`config.mk`:
```
export PLATFORM = sky130hd
export DESIGN_NAME = binned_histogram_counter
export DESIGN_NICKNAME = d
export VERILOG_FILES = /design/src/rtl/core/bhc_pkg.sv /design/src/rtl/core/binned_histogram_counter.sv
export SDC_FILE = /design/constraint.sdc
export NUM_CORES = 1
export LEC_CHECK = 0
export BUFFER_PORTS_ARGS = -buffer_cell sky130_fd_sc_hd__buf_4
export CORE_MARGIN = 2
export CORE_UTILIZATION = 45
export CTS_CLUSTER_SIZE = 24
export DETAILED_ROUTE_END_ITERATION = 16
export GPL_TIMING_DRIVEN = 0
export HOLD_SLACK_MARGIN = 0.05
export REMOVE_ABC_BUFFERS = 1
export SLEW_MARGIN = 20
export SYNTH_ARGS = -nofsm -noshare
export SYNTH_HDL_FRONTEND = slang
export SYNTH_SLANG_ARGS = --single-unit
export TNS_END_PERCENT = 1
```
`constraint.sdc`:
```
create_clock -name clk -period 4.05 [get_ports clk]
set_input_delay 0.2025 -clock clk [delete_from_list [all_inputs] [get_ports clk]]
set_output_delay 0.2025 -clock clk [all_outputs]
set_load 0.01 [all_outputs]
```
`src/rtl/core/bhc_pkg.sv`:
```
`default_nettype none

package bhc_pkg;

  // Field widths
  localparam int DATA_W = 32;
  localparam int CNT_W  = 32;
  localparam int SLOT_W = 3;
  localparam int CFG_W  = 3;
  localparam int EC_W   = 3;

  // Counter banks
  localparam int EPOCHS = 2;

  // Edge register file
  localparam int NUM_EDGE_REGS = 7;

  // Configuration register indexes
  localparam logic [CFG_W-1:0] CFG_EDGE_COUNT = 3'd0;
  localparam logic [CFG_W-1:0] CFG_EDGE_0     = 3'd1;

  // Edge count limits and reset
  localparam logic [EC_W-1:0] EDGE_COUNT_MIN   = 3'd2;
  localparam logic [EC_W-1:0] EDGE_COUNT_RESET = 3'd2;

  // Counter slots within a bank
  localparam logic [SLOT_W-1:0] SLOT_BELOW = 3'd0;
  localparam logic [SLOT_W-1:0] SLOT_ABOVE = 3'd1;

  // Item function codes
  localparam logic FUNC_RECORD = 1'b0;
  localparam logic FUNC_READ   = 1'b1;

  typedef struct packed {
    logic                     func;
    logic                     epoch_sel;
    logic signed [DATA_W-1:0] sample;
  } item_t;

  typedef struct packed {
    logic [SLOT_W-1:0] counter_id;
    logic [CNT_W-1:0]  count;
    logic              last;
  } result_t;

endpackage

`default_nettype wire

```
`src/rtl/core/binned_histogram_counter.sv`:
```
`default_nettype none

// Channel | Direction | Signals                          | Payload
// item    | in        | item_valid, item_ready, item     | func, epoch_sel, sample
// result  | out       | result_valid, result_ready, result | counter_id, count, last
// cfg     | in        | cfg_valid, cfg_ready, cfg_index, cfg_data | register write
//
// For a record, one signed comparator walks below, above and the bin edges one
// per cycle, then the counter is read from and written back to the single-port
// counter memory.
// A read returns n+1 results (n = edges in use), each a memory read, then an
// output load; a result stalled at the output holds the next load.
// Synchronous reset clears all counters at once through per-entry valid bits and
// restores the edge registers. Config writes are taken every cycle.

module binned_histogram_counter #(
  parameter int MAX_BINS = 6
) (
  input  wire                              clk,
  input  wire                              rst,
  input  wire                              item_valid,
  output logic                             item_ready,
  input  bhc_pkg::item_t                   item,
  output logic                             result_valid,
  input  wire                              result_ready,
  output bhc_pkg::result_t                 result,
  input  wire                              cfg_valid,
  output logic                             cfg_ready,
  input  wire [bhc_pkg::CFG_W-1:0]         cfg_index,
  input  wire [bhc_pkg::DATA_W-1:0]        cfg_data
);

  localparam int SLOTS  = MAX_BINS + 2;
  localparam int DEPTH  = bhc_pkg::EPOCHS * SLOTS;
  localparam int ADDR_W = $clog2(DEPTH);
  localparam logic [bhc_pkg::EC_W-1:0] MAX_EDGES = bhc_pkg::EC_W'(MAX_BINS + 1);

  typedef enum logic [7:0] {
    ST_IDLE   = 8'b0000_0001,
    ST_LO     = 8'b0000_0010,
    ST_HI     = 8'b0000_0100,
    ST_BIN    = 8'b0000_1000,
    ST_FETCH  = 8'b0001_0000,
    ST_INC    = 8'b0010_0000,
    ST_RFETCH = 8'b0100_0000,
    ST_RLOAD  = 8'b1000_0000
  } state_t;

  state_t state;

  // Configuration registers
  logic [bhc_pkg::EC_W-1:0]          edge_count;
  logic signed [bhc_pkg::DATA_W-1:0] edges [bhc_pkg::NUM_EDGE_REGS];

  // Latched transaction
  logic                              epoch;
  logic signed [bhc_pkg::DATA_W-1:0] smp;
  logic [bhc_pkg::SLOT_W-1:0]        slot;

  // Counter memory with per-entry valid bits
  logic [bhc_pkg::CNT_W-1:0] mem [DEPTH];
  logic [DEPTH-1:0]          vld;
  logic [bhc_pkg::CNT_W-1:0] rd_data;
  logic                      rd_hit;
  logic [bhc_pkg::CNT_W-1:0] cnt_val;
  logic [ADDR_W-1:0]         cur_addr;
  logic                      rd_en;
  logic                      wr_en;
  logic [bhc_pkg::CNT_W-1:0] wr_data;

  logic [bhc_pkg::EC_W-1:0]   n_use;
  logic [bhc_pkg::SLOT_W-1:0] sel_idx;
  logic signed [bhc_pkg::DATA_W-1:0] edge_sel;
  logic                       lt;
  logic                       out_free;
  logic                       load;
  logic                       is_last;

  assign cfg_ready  = 1'b1;
  assign item_ready = (state == ST_IDLE);

  // Edges in use, clamped to the supported range
  always_comb begin
    if (edge_count < bhc_pkg::EDGE_COUNT_MIN) begin
      n_use = bhc_pkg::EDGE_COUNT_MIN;
    end else if (edge_count > MAX_EDGES) begin
      n_use = MAX_EDGES;
    end else begin
      n_use = edge_count;
    end
  end

  // Shared comparator: edge operand chosen by the sequencer
  always_comb begin
    priority if (state == ST_HI) begin
      sel_idx = n_use - 3'd1;
    end else if (state == ST_BIN) begin
      sel_idx = slot;
    end else begin
      sel_idx = '0;
    end
  end

  assign edge_sel = edges[sel_idx];
  assign lt       = (smp < edge_sel);

  // Counter address: bank base plus slot
  assign cur_addr = epoch ? (ADDR_W'(SLOTS) + ADDR_W'(slot)) : ADDR_W'(slot);
  assign cnt_val  = rd_hit ? rd_data : '0;

  assign out_free = !result_valid || result_ready;
  assign load     = (state == ST_RLOAD) && out_free;
  assign is_last  = (slot == n_use);

  assign rd_en   = (state == ST_FETCH) || (state == ST_RFETCH);
  assign wr_en   = (state == ST_INC) || load;
  assign wr_data = (state == ST_INC) ? ((cnt_val == '1) ? cnt_val : cnt_val + 1'b1) : '0;

  // Configuration writes
  always_ff @(posedge clk) begin
    if (rst) begin
      edge_count <= bhc_pkg::EDGE_COUNT_RESET;
      for (int k = 0; k < bhc_pkg::NUM_EDGE_REGS; k++) begin
        edges[k] <= bhc_pkg::DATA_W'(k) << 16;
      end
    end else if (cfg_valid && cfg_ready) begin
      if (cfg_index == bhc_pkg::CFG_EDGE_COUNT) begin
        edge_count <= cfg_data[bhc_pkg::EC_W-1:0];
      end else begin
        edges[bhc_pkg::CFG_W'(cfg_index - bhc_pkg::CFG_EDGE_0)] <= cfg_data;
      end
    end
  end

  // Counter memory
  always_ff @(posedge clk) begin
    if (rd_en) begin
      rd_data <= mem[cur_addr];
    end
    if (wr_en) begin
      mem[cur_addr] <= wr_data;
    end
  end

  always_ff @(posedge clk) begin
    if (rst) begin
      vld    <= '0;
      rd_hit <= 1'b0;
    end else begin
      if (rd_en) begin
        rd_hit <= vld[cur_addr];
      end
      if (wr_en) begin
        vld[cur_addr] <= 1'b1;
      end
    end
  end

  // Sequencer
  always_ff @(posedge clk) begin
    if (rst) begin
      state <= ST_IDLE;
      slot  <= '0;
      epoch <= 1'b0;
    end else begin
      unique case (state)
        ST_IDLE: begin
          if (item_valid) begin
            epoch <= item.epoch_sel;
            slot  <= bhc_pkg::SLOT_BELOW;
            state <= (item.func == bhc_pkg::FUNC_READ) ? ST_RFETCH : ST_LO;
          end
        end
        ST_LO: begin
          if (lt) begin
            slot  <= bhc_pkg::SLOT_BELOW;
            state <= ST_FETCH;
          end else begin
            state <= ST_HI;
          end
        end
        ST_HI: begin
          if (!lt) begin
            slot  <= bhc_pkg::SLOT_ABOVE;
            state <= ST_FETCH;
          end else begin
            slot  <= 3'd1;
            state <= ST_BIN;
          end
        end
        ST_BIN: begin
          // slot holds the upper edge index; bin n sits at slot n+2
          if (lt || slot == n_use - 3'd1) begin
            slot  <= slot + 3'd1;
            state <= ST_FETCH;
          end else begin
            slot <= slot + 3'd1;
          end
        end
        ST_FETCH: begin
          state <= ST_INC;
        end
        ST_INC: begin
          state <= ST_IDLE;
        end
        ST_RFETCH: begin
          state <= ST_RLOAD;
        end
        ST_RLOAD: begin
          if (out_free) begin
            if (is_last) begin
              state <= ST_IDLE;
            end else begin
              slot  <= slot + 3'd1;
              state <= ST_RFETCH;
            end
          end
        end
        default: begin
          state <= ST_IDLE;
        end
      endcase
    end
  end

  // Sample latch
  always_ff @(posedge clk) begin
    if (item_valid && item_ready) begin
      smp <= item.sample;
    end
  end

  // Output register
  always_ff @(posedge clk) begin
    if (rst) begin
      result_valid <= 1'b0;
    end else if (load) begin
      result_valid <= 1'b1;
    end else if (result_ready) begin
      result_valid <= 1'b0;
    end
  end

  always_ff @(posedge clk) begin
    if (load) begin
      result.counter_id <= slot;
      result.count      <= cnt_val;
      result.last       <= is_last;
    end
  end

  // Checks
  a_rd_wr_excl: assert property (@(posedge clk) disable iff (rst)
    !(rd_en && wr_en))
    else $error("counter memory read and write in the same cycle");

  a_result_from_load: assert property (@(posedge clk) disable iff (rst)
    $rose(result_valid) |-> $past(state == ST_RLOAD))
    else $error("result raised outside an output load");

  a_bin_range: assert property (@(posedge clk) disable iff (rst)
    (state == ST_BIN) |-> (slot != 3'd0 && slot < n_use))
    else $error("bin edge index out of range");

  a_last_ends_read: assert property (@(posedge clk) disable iff (rst)
    (load && is_last) |=> (state == ST_IDLE))
    else $error("read did not finish after its last result");

endmodule

`default_nettype wire
```
==> flow_summary.toml <==
[run_status]
status = "complete, but fails checks"
violations = "negative setup slack"

[synthesis]
yosys_warnings = 0
synth-edff-count = 836
synth_commonest_cells = "edfxtp_1, nor2_1, nand2_1"
synth_top_area_cell = "edfxtp_1"
synthTopCellsByArea = "edfxtp_1, mux4_2, dfxtp_1"
synth_ff_type = "edfxtp_1"
synth_top_area_share_pct = 68.1
async_reset_ff_share_pct = 0
syn_inst = 2356
yosys.cell_types.count = 64
synth-seq-cells = 901
yosys.cell_count.top_type = "edfxtp_1"
netlist_area_um2 = 36900
ys_seq_area_share_pct = 71.6
syn_avg_cell_area_um2 = 15.6

[worst_setup_path]
end_kind = "register"
crit_path_max_fanout = 21
worst-setup-path-type = "reg -> reg"
start_kind = "register"
worstPathArrival_ps = 5000
crit_required_ps = 4580

[detailed_routing]
dr.first_iter.drc_count = 2558
drtPass1Iterations = 5
routed.top_layer = "met4"
wl_um = 97900
vias_per_cell = 5.79
met1_length_um = 40000
detail-route-antenna-nets = 0
wl_met2_um = 48500
drc = 0
routed-wl-met3_um = 6670
num_vias = 22123
wl_per_cell_um = 25.6

[die]
rows = 104
die_area_um2 = 84200
ios = 113
die_x_um = 290
core_um2 = 80800
die_h_um = 290
start_util_pct = 45.6

[timing]
slew_viol_final = 0
rsz0062_at_grt = "true"
final-setup-viol-count = 9
fmax_mhz = 224
period_share_pct = 110
max_slew_margin_pct = 27.2
setup_ws_ps = -424
fin_skew_ps = 41.1
timing_hold_violations_final = 0
min_period_ps = 4470
worst_pin_slew_ps = 1090

[global_routing]
gr-total-overflow = 0
grt_max_degree = 46
grt_pass1_wl_um = 144000
antenna_found_initial = 0
grt_pass1_vias = 22303
grt.total_usage_pct = 23.1

[hold_path]
hp-class = "in -> reg"

[clocking]
clkTransAtPathRegs_ps = 60
cts_sinks = 901
clock_latency_ps = 670
htreeDepth = 3
ctsRootBufferMaster = "clkbuf_16"
clk_path_buf_depth = 3
cts-buffers-inserted = 95
cts_tree = "done"

[placed_design]
io_buffers = 111
dpl_cell_area_um2 = 40600
hpwl_um = 59200
gp_congestion = 0.806
pre_cts_ws_ps = -1310

[final_layout]
syn2layout_area_growth_pct = 23.7
final_cell_area_um2 = 45600
final_nets = 2796
fill_cells = 6129
layout-drive-gt1-share_pct = 26.1

[power]
p_sw_w = 0.00430
ir_worst_vdd_mv = 0.348
intPower_w = 0.0156
p_seq_share_pct = 52.1
combPwrFrac_pct = 4.9
switching_share_pct = 21.6
pwr-share-clk_pct = 43.0
powerDensity_nw_per_um2 = 436
p_leak_nw = 16.5

[run]
maxCapViolations = 0
-- metal layers --
layer / vias to the layer above / global-route usage (%)
li1: 9639 / -
met1: 11378 / 31.5
met2: 932 / 38.8
met3: 174 / 3.27
met4: 0 / 6.99
met5: - / 0
-- cells by family after synthesis --
logic type	after synthesis	share of synthesized area, %
adders and majority gates	39	1.32
AOI/OAI and AO/OA	173	3.16
xor gates and xnor gates	35	0.832
buffers and inverters	183	1.88
other	1	0.0102
muxes	204	11.2
and+or+nand+nor	820	10.0
DFF	901	71.6
-- repair_timing --
item / in CTS / in global routing
buffers inserted: 29 / 29
pin swaps: 31 / 26
gates cloned: 8 / 1
hold buffers: 77 / 0
gates resized for setup: 90 / 40
hold endpoints to repair: 303 / 0
setup endpoints to repair: 488 / 347
-- power by group through the flow --
| stage | Clock, W | Combinational, W | Sequential [W] |
|---|---|---|---|
| 2_1_floorplan | 0 | 0.000400 | 0.0105 |
| 3_3_place_gp | 0 | 0.000658 | 0.0106 |
| 3_5_place_dp | 0 | 0.000759 | 0.0106 |
| 4_1_cts | 0.00866 | 0.000929 | 0.0104 |
| 5_1_grt | 0.00901 | 0.00104 | 0.0104 |
| 6_report | 0.00855 | 0.000973 | 0.0104 |
-- cells in the final DEF, fill, tap and decap left out, types with 6 or more instances in the layout --
cell	synthesis	layout
nor3_1	19	12
nand2b_1	9	9
o21a_1	8	7
mux4_2	165	165
a31oi_1	32	30
nand2_1	268	261
nand3_1	87	82
ha_1	39	38
mux2i_1	38	36
buf_16	0	44
clkinv_2	0	20
or3_1	8	6
a21oi_2	0	6
clkbuf_8	0	6
and2_1	60	58
buf_12	0	16
dfxtp_1	65	52
xor2_1	11	11
clkbuf_16	0	97
nor2_4	0	27
and3_1	40	39
a211oi_1	33	23
buf_4	1	190
buf_6	0	14
xnor2_1	24	23
dfxtp_4	0	8
clkbuf_1	103	31
bufinv_16	0	6
a21oi_1	50	43
edfxtp_1	836	836
o21ai_0	17	13
nor2_2	0	17
dlygate4sd3_1	0	77
inv_1	55	55
nand4_1	16	16
a211oi_2	0	10
nor2_1	275	232
nor3_2	0	6
-- path summary, 6_finish.rpt --
| path | start | endpoint | slack, ps | depth (start not counted) |
|---|---|---|---|---|
| setup / recovery | state[5] | state[4] | -420 | 20 |
| hold / removal | cfg_index[2] | edges[6][16] | 140 | 4 |
| setup reg to reg | state[5] | state[4] | -420 | 20 |
| hold reg to reg | vld[1] | vld[1] | 470 | 1 |
-- state kept, by name, summed over array words and instances (netlist names) --
name / flops
mem: 512
edge_count: 3
rd_hit: 1
slot: 3
result: 36
state: 8
rd_data: 32
result_valid: 1
epoch: 1
edges: 256
smp: 32
vld: 16
-- stage by stage --
| stage | hold slack [ps] | util (%) | setup TNS, ps | power [W] | cells |
|---|---|---|---|---|---|
| detailed placement | 382 | 50.3 | -146730 | 0.0113 | 3503 |
| global route | 200 | 56.4 | -4210 | 0.0204 | 3820 |
| finish | 139 | 56.4 | -3200 | 0.0199 | 3821 |
| floorplan | 272 | - | -2256270 | 0.0109 | 2229 |
| global placement | 381 | 47.7 | -7152220 | 0.0113 | 3400 |
| CTS | 107 | 56.0 | -2620 | 0.0200 | 3791 |
-- worst max-delay path, stage by stage, from the launching register on --
cell,delay (ps)
dfxtp_4,340
buf_4,140
nor3_4,240
nand3b_1,180
a21oi_4,190
clkbuf_16,190
buf_16,170
nand2_1,60
and3_1,170
a211oi_1,260
a31oi_1,100
ha_1,350
nand4_1,260
buf_4,240
nor2_4,140
o21ai_0,110
a31oi_1,330
a2111o_1,220
o22ai_4,120
mux2i_2,190
a2111oi_2,350
-- area by class of cell --
type | count | area, um2 | area share, %
inverter | 56 | 210 | 0.461
sequential | 901 | 26400 | 58.0
timing repair buffer | 352 | 4050 | 8.87
tap | 1060 | 1330 | 2.91
clock inverter | 41 | 472 | 1.03
antenna | 1 | 2.50 | 0.00549
multi-input combinational | 1277 | 10500 | 23.0
clock buffer | 133 | 2600 | 5.70
(Power assumes the default switching activity.)
